## src/tmra_pkg.sv

```systemverilog
package tmra_pkg;

   // payload widths of the channels and the register
   localparam int SAMPLE_W = 12;
   localparam int COUNT_W  = 4;

   // lowest sample code, also the ring contents after reset
   localparam logic signed [SAMPLE_W-1:0] SAMPLE_MIN = 12'sh800;

   // default ring depth and the number of entries dropped from a full ring
   localparam int DEF_RING_DEPTH = 8;
   localparam int TRIM_DROP      = 2;

endpackage

```

## src/tmra_if.sv

```systemverilog
// sample word in
interface tmra_req_if;
   import tmra_pkg::*;

   logic                       valid;
   logic                       ready;
   logic signed [SAMPLE_W-1:0] sample;

   modport source (output valid, output sample, input ready);
   modport sink (input valid, input sample, output ready);
endinterface

// average word out
interface tmra_rsp_if;
   import tmra_pkg::*;

   logic                       valid;
   logic                       ready;
   logic signed [SAMPLE_W-1:0] average;
   logic        [COUNT_W-1:0]  valid_count;

   modport source (output valid, output average, output valid_count, input ready);
   modport sink (input valid, input average, input valid_count, output ready);
endinterface

```

## src/tmra_ring.sv

```systemverilog
module tmra_ring #(
   parameter int RING_DEPTH = tmra_pkg::DEF_RING_DEPTH,
   parameter int IDX_W      = $clog2(RING_DEPTH)
) (
   input  logic                                 clock,
   input  logic                                 reset,
   input  logic                                 wr_en,
   input  logic signed [tmra_pkg::SAMPLE_W-1:0] wr_data,
   input  logic        [IDX_W-1:0]              rd_idx,
   output logic signed [tmra_pkg::SAMPLE_W-1:0] rd_data
);
   import tmra_pkg::*;

   localparam logic [IDX_W-1:0] LAST_IDX = IDX_W'(RING_DEPTH - 1);

   logic signed [SAMPLE_W-1:0] ring_ff [RING_DEPTH];
   logic        [IDX_W-1:0]    wptr_ff;
   logic        [IDX_W-1:0]    wptr_in;

   // write pointer wraps after the last slot
   always_comb begin
      wptr_in = wptr_ff;
      if (wr_en) begin
         wptr_in = (wptr_ff == LAST_IDX) ? '0 : wptr_ff + IDX_W'(1);
      end
   end

   always_ff @(posedge clock) begin
      if (reset) begin
         wptr_ff <= '0;
         for (int i = 0; i < RING_DEPTH; i++) begin
            ring_ff[i] <= SAMPLE_MIN;
         end
      end else begin
         wptr_ff <= wptr_in;
         if (wr_en) begin
            ring_ff[wptr_ff] <= wr_data;
         end
      end
   end

   // single read port for the walk
   assign rd_data = ring_ff[rd_idx];

endmodule

```

## src/tmra_div.sv

```systemverilog
module tmra_div #(
   parameter int SUM_W = 15,
   parameter int CNT_W = 4
) (
   input  logic             clock,
   input  logic             reset,
   input  logic             start,
   input  logic [SUM_W-1:0] dividend,
   input  logic [CNT_W-1:0] divisor,
   output logic             done,
   output logic [SUM_W-1:0] quotient
);
   localparam int STEP_W = $clog2(SUM_W + 1);
   localparam logic [STEP_W-1:0] LAST_STEP = STEP_W'(SUM_W - 1);

   logic             busy_ff, busy_in;
   logic             done_ff, done_in;
   logic [STEP_W-1:0] step_ff, step_in;
   logic [CNT_W-1:0] rem_ff, rem_in;
   logic [SUM_W-1:0] quo_ff, quo_in;
   logic [CNT_W-1:0] dsr_ff, dsr_in;
   logic [CNT_W:0]   trial;
   logic [CNT_W:0]   diff;
   logic             fits;

   // one restoring step a cycle, dividend bits shift out as quotient bits shift in
   always_comb begin
      trial   = {rem_ff, quo_ff[SUM_W-1]};
      diff    = trial - {1'b0, dsr_ff};
      fits    = (trial >= {1'b0, dsr_ff});
      busy_in = busy_ff;
      done_in = 1'b0;
      step_in = step_ff;
      rem_in  = rem_ff;
      quo_in  = quo_ff;
      dsr_in  = dsr_ff;
      if (start) begin
         busy_in = 1'b1;
         step_in = '0;
         rem_in  = '0;
         quo_in  = dividend;
         dsr_in  = divisor;
      end else if (busy_ff) begin
         rem_in  = fits ? diff[CNT_W-1:0] : trial[CNT_W-1:0];
         quo_in  = {quo_ff[SUM_W-2:0], fits};
         step_in = step_ff + STEP_W'(1);
         if (step_ff == LAST_STEP) begin
            busy_in = 1'b0;
            done_in = 1'b1;
         end
      end
   end

   always_ff @(posedge clock) begin
      if (reset) begin
         busy_ff <= 1'b0;
         done_ff <= 1'b0;
         step_ff <= '0;
      end else begin
         busy_ff <= busy_in;
         done_ff <= done_in;
         step_ff <= step_in;
      end
   end

   always_ff @(posedge clock) begin
      rem_ff <= rem_in;
      quo_ff <= quo_in;
      dsr_ff <= dsr_in;
   end

   assign done     = done_ff;
   assign quotient = quo_ff;

endmodule

```

## src/trimmed_mean_ring_average.sv

```systemverilog
// channel   dir  handshake          payload
// req_chan  in   valid/ready        sample (s12, 1/16 deg)
// rsp_chan  out  valid/ready        average (s12), valid_count (u4)
// csr       in   csr_we, no ready   csr_wdata -> valid floor (s12)
//
// one word at a time: after the accepting edge, a walk over all RING_DEPTH entries with one
// compare/add unit, a setup step, a divider launch step, SUM_W divider steps
// and a step to take the quotient; the divider is skipped when fewer than two
// entries are valid, and the setup step then takes the accepted word as the result
// synchronous reset fills the ring with the lowest code and the floor as well
// req ready stays low until the result word is taken, next word the cycle after
module trimmed_mean_ring_average #(
   parameter int RING_DEPTH = tmra_pkg::DEF_RING_DEPTH
) (
   input  logic                                 clock,
   input  logic                                 reset,
   tmra_req_if.sink                             req_chan,
   tmra_rsp_if.source                           rsp_chan,
   input  logic                                 csr_we,
   input  logic signed [tmra_pkg::SAMPLE_W-1:0] csr_wdata
);
   import tmra_pkg::*;

   localparam int IDX_W = $clog2(RING_DEPTH);
   localparam int CNT_W = $clog2(RING_DEPTH + 1);
   localparam int SUM_W = SAMPLE_W + $clog2(RING_DEPTH);
   localparam logic [IDX_W-1:0] LAST_IDX  = IDX_W'(RING_DEPTH - 1);
   localparam logic [CNT_W-1:0] FULL_CNT  = CNT_W'(RING_DEPTH);
   localparam logic [CNT_W-1:0] TRIM_DIV  = CNT_W'(RING_DEPTH - TRIM_DROP);
   localparam logic [CNT_W-1:0] ONE_CNT   = CNT_W'(1);

   typedef enum logic [4:0] {
      ST_IDLE = 5'b00001,
      ST_WALK = 5'b00010,
      ST_PREP = 5'b00100,
      ST_DIV  = 5'b01000,
      ST_OUT  = 5'b10000
   } state_type;

   state_type                  state_ff, state_in;
   logic signed [SAMPLE_W-1:0] floor_ff;
   logic signed [SAMPLE_W-1:0] sample_ff, sample_in;
   logic        [IDX_W-1:0]    idx_ff, idx_in;
   logic signed [SUM_W-1:0]    sum_ff, sum_in;
   logic signed [SAMPLE_W-1:0] lo_ff, lo_in;
   logic signed [SAMPLE_W-1:0] hi_ff, hi_in;
   logic        [CNT_W-1:0]    count_ff, count_in;
   logic        [SUM_W-1:0]    mag_ff, mag_in;
   logic        [CNT_W-1:0]    dsr_ff, dsr_in;
   logic                       neg_ff, neg_in;
   logic signed [SAMPLE_W-1:0] avg_ff, avg_in;
   logic                       launch_ff;
   logic                       div_start;
   logic                       div_done;
   logic        [SUM_W-1:0]    div_quo;
   logic        [SUM_W-1:0]    quo_signed;
   logic signed [SAMPLE_W-1:0] entry;
   logic signed [SUM_W-1:0]    entry_ext;
   logic signed [SUM_W-1:0]    lo_ext;
   logic signed [SUM_W-1:0]    hi_ext;
   logic signed [SUM_W-1:0]    numer;
   logic        [31:0]         count_wide;
   logic                       req_fire;
   logic                       rsp_fire;

   assign req_fire = req_chan.valid && req_chan.ready;
   assign rsp_fire = rsp_chan.valid && rsp_chan.ready;

   // ring storage and write pointer
   tmra_ring #(
      .RING_DEPTH (RING_DEPTH),
      .IDX_W      (IDX_W)
   ) u_ring (
      .clock   (clock),
      .reset   (reset),
      .wr_en   (req_fire),
      .wr_data (req_chan.sample),
      .rd_idx  (idx_ff),
      .rd_data (entry)
   );

   // serial magnitude divider
   tmra_div #(
      .SUM_W (SUM_W),
      .CNT_W (CNT_W)
   ) u_div (
      .clock    (clock),
      .reset    (reset),
      .start    (div_start),
      .dividend (mag_ff),
      .divisor  (dsr_ff),
      .done     (div_done),
      .quotient (div_quo)
   );

   // sign extension for the accumulator
   assign entry_ext = {{(SUM_W - SAMPLE_W){entry[SAMPLE_W-1]}}, entry};
   assign lo_ext    = {{(SUM_W - SAMPLE_W){lo_ff[SAMPLE_W-1]}}, lo_ff};
   assign hi_ext    = {{(SUM_W - SAMPLE_W){hi_ff[SAMPLE_W-1]}}, hi_ff};

   // full ring drops one low and one high entry
   assign numer      = (count_ff == FULL_CNT) ? (sum_ff - lo_ext - hi_ext) : sum_ff;
   assign quo_signed = neg_ff ? (~div_quo + SUM_W'(1)) : div_quo;

   // sequencer and accumulate unit
   always_comb begin
      state_in  = state_ff;
      sample_in = sample_ff;
      idx_in    = idx_ff;
      sum_in    = sum_ff;
      lo_in     = lo_ff;
      hi_in     = hi_ff;
      count_in  = count_ff;
      mag_in    = mag_ff;
      dsr_in    = dsr_ff;
      neg_in    = neg_ff;
      avg_in    = avg_ff;
      div_start = 1'b0;
      unique case (state_ff)
         ST_IDLE: begin
            if (req_fire) begin
               sample_in = req_chan.sample;
               idx_in    = '0;
               sum_in    = '0;
               count_in  = '0;
               state_in  = ST_WALK;
            end
         end
         ST_WALK: begin
            if (entry > floor_ff) begin
               sum_in   = sum_ff + entry_ext;
               count_in = count_ff + ONE_CNT;
               if (count_ff == '0) begin
                  lo_in = entry;
                  hi_in = entry;
               end else begin
                  if (entry < lo_ff) lo_in = entry;
                  if (entry > hi_ff) hi_in = entry;
               end
            end
            idx_in = idx_ff + IDX_W'(1);
            if (idx_ff == LAST_IDX) begin
               idx_in   = '0;
               state_in = ST_PREP;
            end
         end
         ST_PREP: begin
            neg_in = numer[SUM_W-1];
            mag_in = numer[SUM_W-1] ? (~numer + SUM_W'(1)) : numer;
            dsr_in = (count_ff == FULL_CNT) ? TRIM_DIV : count_ff;
            if (count_ff > ONE_CNT) begin
               state_in = ST_DIV;
            end else begin
               avg_in   = sample_ff;
               state_in = ST_OUT;
            end
         end
         ST_DIV: begin
            // first divide cycle starts the divider
            div_start = launch_ff;
            if (div_done) begin
               avg_in   = quo_signed[SAMPLE_W-1:0];
               state_in = ST_OUT;
            end
         end
         ST_OUT: begin
            if (rsp_fire) begin
               state_in = ST_IDLE;
            end
         end
         default: begin
            state_in = ST_IDLE;
         end
      endcase
   end

   // the divider is launched in the cycle after setup, once its operands are registered
   always_ff @(posedge clock) begin
      if (reset) begin
         launch_ff <= 1'b0;
      end else begin
         launch_ff <= (state_ff == ST_PREP) && (count_ff > ONE_CNT);
      end
   end

   always_ff @(posedge clock) begin
      if (reset) begin
         state_ff <= ST_IDLE;
         floor_ff <= SAMPLE_MIN;
         idx_ff   <= '0;
         count_ff <= '0;
      end else begin
         state_ff <= state_in;
         idx_ff   <= idx_in;
         count_ff <= count_in;
         if (csr_we) begin
            floor_ff <= csr_wdata;
         end
      end
   end

   always_ff @(posedge clock) begin
      sample_ff <= sample_in;
      sum_ff    <= sum_in;
      lo_ff     <= lo_in;
      hi_ff     <= hi_in;
      mag_ff    <= mag_in;
      dsr_ff    <= dsr_in;
      neg_ff    <= neg_in;
      avg_ff    <= avg_in;
   end

   // channel outputs
   assign count_wide           = 32'(count_ff);
   assign req_chan.ready       = (state_ff == ST_IDLE);
   assign rsp_chan.valid       = (state_ff == ST_OUT);
   assign rsp_chan.average     = avg_ff;
   assign rsp_chan.valid_count = count_wide[COUNT_W-1:0];

`ifndef NO_ASSERTIONS
   // no new word is taken while a result is pending
   a_no_accept_with_result: assert property (@(posedge clock) disable iff (reset)
      rsp_chan.valid |-> !req_chan.ready)
      else $error("input accepted while result pending");

   // an accepted word always starts a ring walk
   a_accept_walks: assert property (@(posedge clock) disable iff (reset)
      req_fire |=> (state_ff == ST_WALK) && (idx_ff == '0) && (count_ff == '0))
      else $error("accepted word did not start a walk");

   // the valid count of a pending result never exceeds the ring depth
   a_count_bound: assert property (@(posedge clock) disable iff (reset)
      rsp_chan.valid |-> (count_ff <= FULL_CNT))
      else $error("valid count above ring depth");

   // the divider only reports while a division is in progress
   a_div_done_state: assert property (@(posedge clock) disable iff (reset)
      div_done |-> (state_ff == ST_DIV))
      else $error("divider finished outside the divide phase");
`endif

endmodule
```

## src/flat_wrapper.sv

```systemverilog
// flat-port wrapper written by rule: the top's interface ports become plain ports
module trimmed_mean_ring_average_flat import tmra_pkg::*;
#(
   parameter int RING_DEPTH = tmra_pkg::DEF_RING_DEPTH
)
  (clock, reset, csr_we, csr_wdata, req_chan_valid, req_chan_sample, req_chan_ready, rsp_chan_valid, rsp_chan_average, rsp_chan_valid_count, rsp_chan_ready);
  tmra_req_if req_chan_i ();
  tmra_rsp_if rsp_chan_i ();
  input  logic clock;
  input  logic reset;
  input  logic csr_we;
  input  logic signed [tmra_pkg::SAMPLE_W-1:0] csr_wdata;
  input wire logic [$bits(req_chan_i.valid)-1:0] req_chan_valid;
  input wire logic [$bits(req_chan_i.sample)-1:0] req_chan_sample;
  output wire logic [$bits(req_chan_i.ready)-1:0] req_chan_ready;
  output wire logic [$bits(rsp_chan_i.valid)-1:0] rsp_chan_valid;
  output wire logic [$bits(rsp_chan_i.average)-1:0] rsp_chan_average;
  output wire logic [$bits(rsp_chan_i.valid_count)-1:0] rsp_chan_valid_count;
  input wire logic [$bits(rsp_chan_i.ready)-1:0] rsp_chan_ready;
  assign req_chan_i.valid = req_chan_valid;
  assign req_chan_i.sample = req_chan_sample;
  assign req_chan_ready = req_chan_i.ready;
  assign rsp_chan_valid = rsp_chan_i.valid;
  assign rsp_chan_average = rsp_chan_i.average;
  assign rsp_chan_valid_count = rsp_chan_i.valid_count;
  assign rsp_chan_i.ready = rsp_chan_ready;
  trimmed_mean_ring_average #(.RING_DEPTH(RING_DEPTH)) u_core (.clock(clock), .reset(reset), .req_chan(req_chan_i), .rsp_chan(rsp_chan_i), .csr_we(csr_we), .csr_wdata(csr_wdata));
endmodule
```

## config.mk

```make
export PLATFORM = sky130hd
export DESIGN_NAME = trimmed_mean_ring_average_flat
export DESIGN_NICKNAME = d
export VERILOG_FILES = /design/src/tmra_pkg.sv /design/src/tmra_if.sv /design/src/tmra_ring.sv /design/src/tmra_div.sv /design/src/trimmed_mean_ring_average.sv /design/src/flat_wrapper.sv
export SDC_FILE = /design/constraint.sdc
export NUM_CORES = 1
export LEC_CHECK = 0
export BUFFER_PORTS_ARGS = -buffer_cell sky130_fd_sc_hd__buf_2
export CORE_UTILIZATION = 50
export CTS_CLUSTER_SIZE = 24
export DETAILED_ROUTE_END_ITERATION = 6
export HOLD_SLACK_MARGIN = 0.06
export PLACE_DENSITY_LB_ADDON = 0.2
export SYNTH_ARGS = -nofsm -noshare
export SYNTH_HDL_FRONTEND = slang
export SYNTH_SLANG_ARGS = --single-unit
```

## constraint.sdc

```tcl
create_clock -name clock -period 7.8 [get_ports clock]
set_clock_uncertainty 0.15 [all_clocks]
set_input_delay 0.78 -clock clock [delete_from_list [all_inputs] [get_ports clock]]
set_output_delay 0.78 -clock clock [all_outputs]
set_load 0.05 [all_outputs]
```

; ---- Word level (Yosys, flattened, before mapping)
; Memory sizes are Yosys's and may differ from the RTL's. A register that Yosys moved wholly into a read port is not among the register bits.
; Index checks and enable logic that the tools add are counted.
[classes]
add_sub_neg = 10
n_lt_le_gt_ge = 5
n_eq_ne = 15
n_mux = 44
bitwise_logic = 3
reduce_logical = 19
[ops]
columns = cell, n
row1 = $mux W12, 8
row2 = $mux W15, 5
row3 = $pmux W15 S2, 1
row4 = $sub A15 B12 Y15, 2
row5 = $mux W5, 5
row6 = $pmux W5 S5, 1
row7 = $gt A12 B12 Y1, 2
row8 = $pmux W12 S2, 1
row9 = $mux W3, 6
row10 = $add A15 B12 Y15, 1
row11 = $add A15 B2 Y15 const B, 1
row12 = $not A15 Y15, 1
row13 = $mux W14, 1
row14 = $add A12 B1 Y12 const B, 1
row15 = $lt A12 B12 Y1, 1
row16 = $mux W4, 3
row17 = $not A12 Y12, 1
row18 = $reduce_and A3 Y1, 4
row19 = $reduce_or A12 Y1, 1
row20 = $mux W1, 11
row21 = $reduce_bool A2 Y1, 5
row22 = $add A4 B1 Y4 const B, 2
row23 = $eq A4 B4 Y1 const B, 2
row24 = $ne A2 B2 Y1 const B, 4
row25 = other kinds (20), 26
[word_totals]
regBits = 140
ramBits = 96
input_bits = 29
out_inout_bits = 18
elab_cells = 118
memories = 1
[mem_list]
columns = memory, words, width, read_ports, rd_ports_with_merged_regs, write_ports, line_no
row1 = u_core.u_ring.ring_ff, 8, 12, 1, 1, 8, tmra_ring.sv:16  ; logic signed [SAMPLE_W-1:0] ring_ff [RING_DEPTH];

; ---- Logic depth before layout (Yosys ltp)
[logic_depth]
depth_word = 7
mapped_depth = 16
mapped_depth_nobuf = 15

; ---- Cells and area by module
; From an unflattened synthesis, not the netlist that was laid out.
[hier_totals]
hier_cells = 1096
hier_area_um2 = 13112.6
[by_module_without_submodules]
columns = module, instances, cells_per_inst, area_per_inst_um2
row1 = trimmed_mean_ring_average, 1, 699, 7239.4
row2 = tmra_ring, 1, 295, 4543.1
row3 = tmra_div, 1, 102, 1330.0

; ---- Worst setup path after synthesis
; OpenSTA, ideal clock, no wires.
[synth_path]
path_kind = flip-flop to flip-flop
start = register with a tool-made name
end = register u_core.sum_ff[0] (enable)
setup_time_ps = 374
t_arrival_ps = 3929
t_required_ps = 7276
path_slack_ps = 3347
stages_incl_launch_ff = 12
path_buffers = 2
cell_sequence = dfxtp_1 -> buf_2 -> buf_1 -> mux4_2 -> mux2_2 -> ha_1 -> nand4_1 -> nor3_1 -> o21ai_0 -> o2111a_1 -> a2111oi_4 -> nand2b_1
[synth_lines]
columns = item, line_no
row1 = to (signal assigned), trimmed_mean_ring_average.sv:204  ; sum_ff <= sum_in;
row2 = to (decl), trimmed_mean_ring_average.sv:44  ; logic signed [SUM_W-1:0] sum_ff, sum_in;

==> results.json <==
{
  "rsz0062_at_grt": "no",
  "vdd_drop_max_mv": 0.154,
  "clkSlewWorstSetupHoldPaths_ns": 0.06,
  "ys_seq_elements": 239,
  "die_area_um2": 26400,
  "drc": 0,
  "yosys_warnings": 0,
  "worst_pin_slew_ns": 1.18,
  "final_hold_viol_count": 0,
  "clk_latency_ns": 0.53,
  "synth_nets": 1219,
  "postSynthCellCount": 1093,
  "pin_count_of_the_biggest_net_entering_global_routing": 36,
  "finalSetupViolCount": 0,
  "cts-root-buf": "clkbuf_16",
  "synth_enable_flop_cells": 198,
  "antenna_violating_nets_post_route": 0,
  "mappedNetlistArea_um2": 12900,
  "timing.final.crit_period_ns": 5.07,
  "cp.arrival_ns": 5.08,
  "yosys.cell_types.count": 71,
  "die_width_um": 162,
  "m1_wire_length_mm": 13.4,
  "grt_remaining_overflow": 0,
  "initial_core_util": 0.511,
  "finalCritPeriodShare": 0.650,
  "fin_worst_hold_slack_ns": 0.270,
  "port_buffers": 46,
  "clk_path_buf_depth": 3,
  "average_instance_area_after_synthesis_um2": 11.8,
  "post_drt_via_cell_ratio": 5.65,
  "hpwlAfterDp_mm": 20.8,
  "tritoncts_num_sinks": 239,
  "cts_tree": "yes",
  "yosys_most_used_dff": "edfxtp_1",
  "gr-usage-all-layers": 0.225,
  "timing_worst_setup_path_type": "reg2reg",
  "grt_pass1_vias": 8220,
  "worstSetupEndpointType": "register",
  "layoutNonFillerInstCount": 1491,
  "core_region_area_um2": 25200,
  "layout.cells.most_common": "edfxtp_1",
  "outcome": "complete, no violations",
  "sort_of_element_at_the_start_of_the_critical_path": "register",
  "fin_max_slew_vios": 0,
  "path_buf_inv": 0,
  "post_route_cells_drive_above_1_share": 0.127,
  "num_io_pins": 47,
  "seq_area_frac_synth": 0.526,
  "met3_length_mm": 1.47,
  "std_cell_rows": 58,
  "vias": 8418,
  "cellPowerDensity_nw_per_um2": 231,
  "place.gp.congestion": 0.865,
  "max_stage_delay_ns": 1.09,
  "wl_met2_mm": 12.9,
  "final.setup.tns_ns": 0,
  "yosys-top-cells-area": "edfxtp_1 (46%), ha_1 (7.9%), dfxtp_1 (6.4%)",
  "required_ns": 7.81,
  "synth.largest_area_cell": "edfxtp_1",
  "maxSlewHeadroom": 0.214,
  "cts_hold_buf": 0,
  "min_path_type": "reg2reg",
  "antenna_diode_instance_count": 0,
  "maxUsedRoutingLayer": "met4",
  "leakage_power_summed_over_all_cells_nw": 5.68,
  "grt_pass1_wl_mm": 45.5,
  "routed_wirelength_mm": 28.7,
  "crit_path_max_fanout": 24,
  "path_cells": "mux4_2 -> mux2_2 -> ha_1 -> nand4_1 -> nor3_1 -> o21ai_0 -> o2111a_1 -> a2111oi_4 -> nand2b_1",
  "ctsHtreeMaxLevel": 1,
  "tritoncts.num_buffers": 26,
  "mostFrequentLayoutCells": "edfxtp_1 (198), nand2_1 (105), and2_1 (94), ha_1 (81), inv_1 (70)",
  "dp.cells": 1443,
  "initial_antenna_violation_count": 2,
  "num-fill-cells": 2097,
  "cts-resized-gates": 0,
  "postSynth.asyncResetShare": 0,
  "post-cts-setup-buffers": 0,
  "design.final.nets": 1267,
  "die-height_um": 162,
  "fmax_mhz": 197,
  "syn2layout_area_growth_pct": 11.4,
  "critPathSlowestCell": "dfxtp_1",
  "synth_top_cell_area_share": 0.462,
  "drt_first_iter_violations": 676,
  "dr.pass1.iters": 5,
  "timing.max_cap.violations": 0,
  "routed_length_per_instance_um": 19.3,
  "worst_path_dominant_cell_family": "simple AND/OR/NAND/NOR gates"
}
==> state kept, by name (all words and copies together) (netlist names), 4 cells and up, named ones only <==
signal,flops
u_core.lo_ff,12
u_core.rsp_chan.valid_count,4
u_core.rsp_chan.average,12
u_core.hi_ff,12
u_core.u_ring.ring_ff,96
u_core.u_div.rem_ff,4
u_core.u_div.quotient,15
u_core.state_ff,5
u_core.sum_ff,15
u_core.mag_ff,15
u_core.u_div.dsr_ff,4
u_core.sample_ff,12
u_core.floor_ff,12
u_core.u_div.step_ff,4
u_core.dsr_ff,4
==> where the power goes <==
part	switching [W]	leakage (nW)	internal (W)
clock	0.000505	0.436	0.000732
combinational	0.000341	3.00	0.000241
sequential	0.0000376	2.24	0.00145
total	0.000883	5.68	0.00242
==> worst paths after layout <==
path,startpoint,to,slack (ns),cells past startpoint
worst max-delay path,register,u_core.sum_ff[3]$_SDFFCE_PN0P_,2.73,9
worst min-delay path,u_core.dsr_ff[2]$_SDFFCE_PN1N_,u_core.u_div.dsr_ff[2]$_DFFE_PP_,0.27,0
worst max register to register,register,u_core.sum_ff[3]$_SDFFCE_PN0P_,2.73,9
worst min register to register,u_core.dsr_ff[2]$_SDFFCE_PN1N_,u_core.u_div.dsr_ff[2]$_DFFE_PP_,0.27,0
==> kinds of logic (layout without fill, tap and decap cells) <==
| kind of cell | count (synthesis) | count (layout) | synth area share |
|---|---|---|---|
| XOR/XNOR | 48 | 48 | 0.0343 |
| buffers and inverters | 108 | 176 | 0.0320 |
| adder cells (fa/ha/maj) | 97 | 97 | 0.104 |
| AO/OA/AOI/OAI | 173 | 173 | 0.0889 |
| multiplexers | 52 | 52 | 0.0651 |
| flip-flops | 239 | 239 | 0.526 |
| AND/OR/NAND/NOR | 376 | 376 | 0.150 |
==> layout make-up <==
class                           instances  area (µm²)  share of cell area
Clock buffer                           36         781              0.0545
Sequential cell                       239        6770               0.472
Inverter                               72         270              0.0189
Multi-Input combinational cell        746        5690               0.398
Clock inverter                         12        92.6             0.00646
Tap cell                              330         413              0.0288
Timing Repair Buffer                   56         305              0.0213
==> layer usage <==
layer  global-route usage  vias to the layer above
met1                0.323                     4071
met4               0.0840                        0
met3               0.0272                       49
met2                0.353                      248
met5                    0                        -
li1                     -                     4050
==> Yosys cell counts (3+ instances only) <==
cell,count
a211oi_1,3
and3_1,6
nor3_1,29
inv_1,70
mux4_2,24
edfxtp_1,198
a31oi_1,7
nand2b_1,13
mux2_2,10
clkbuf_1,26
nand3b_1,5
a21o_1,13
or3_1,17
or2_2,4
buf_1,7
ha_1,81
a41oi_1,3
and2_1,94
xnor2_1,23
a21boi_1,4
fa_1,16
a2111oi_0,4
dfxtp_1,41
nand2_1,105
mux2i_1,17
nor2b_1,9
o31ai_1,8
o211ai_1,4
o21a_1,15
nand4_1,10
nor2_1,58
o21ai_1,5
xor2_1,23
nand3_1,11
o21ai_0,46
a21oi_1,36
a311oi_1,3
==> per-stage QoR <==
stage	instance area [µm²]	utilization	total power (W)	setup slack, ns
floorplan	12900	-	0.00194	3.35
CTS	14300	0.569	0.00332	2.64
detailed placement	13400	0.534	0.00209	2.69
finish	14300	0.569	0.00331	2.73
global route	14300	0.569	0.00345	2.47
global placement	13400	0.534	0.00208	2.85
(Power assumes the default switching activity.)
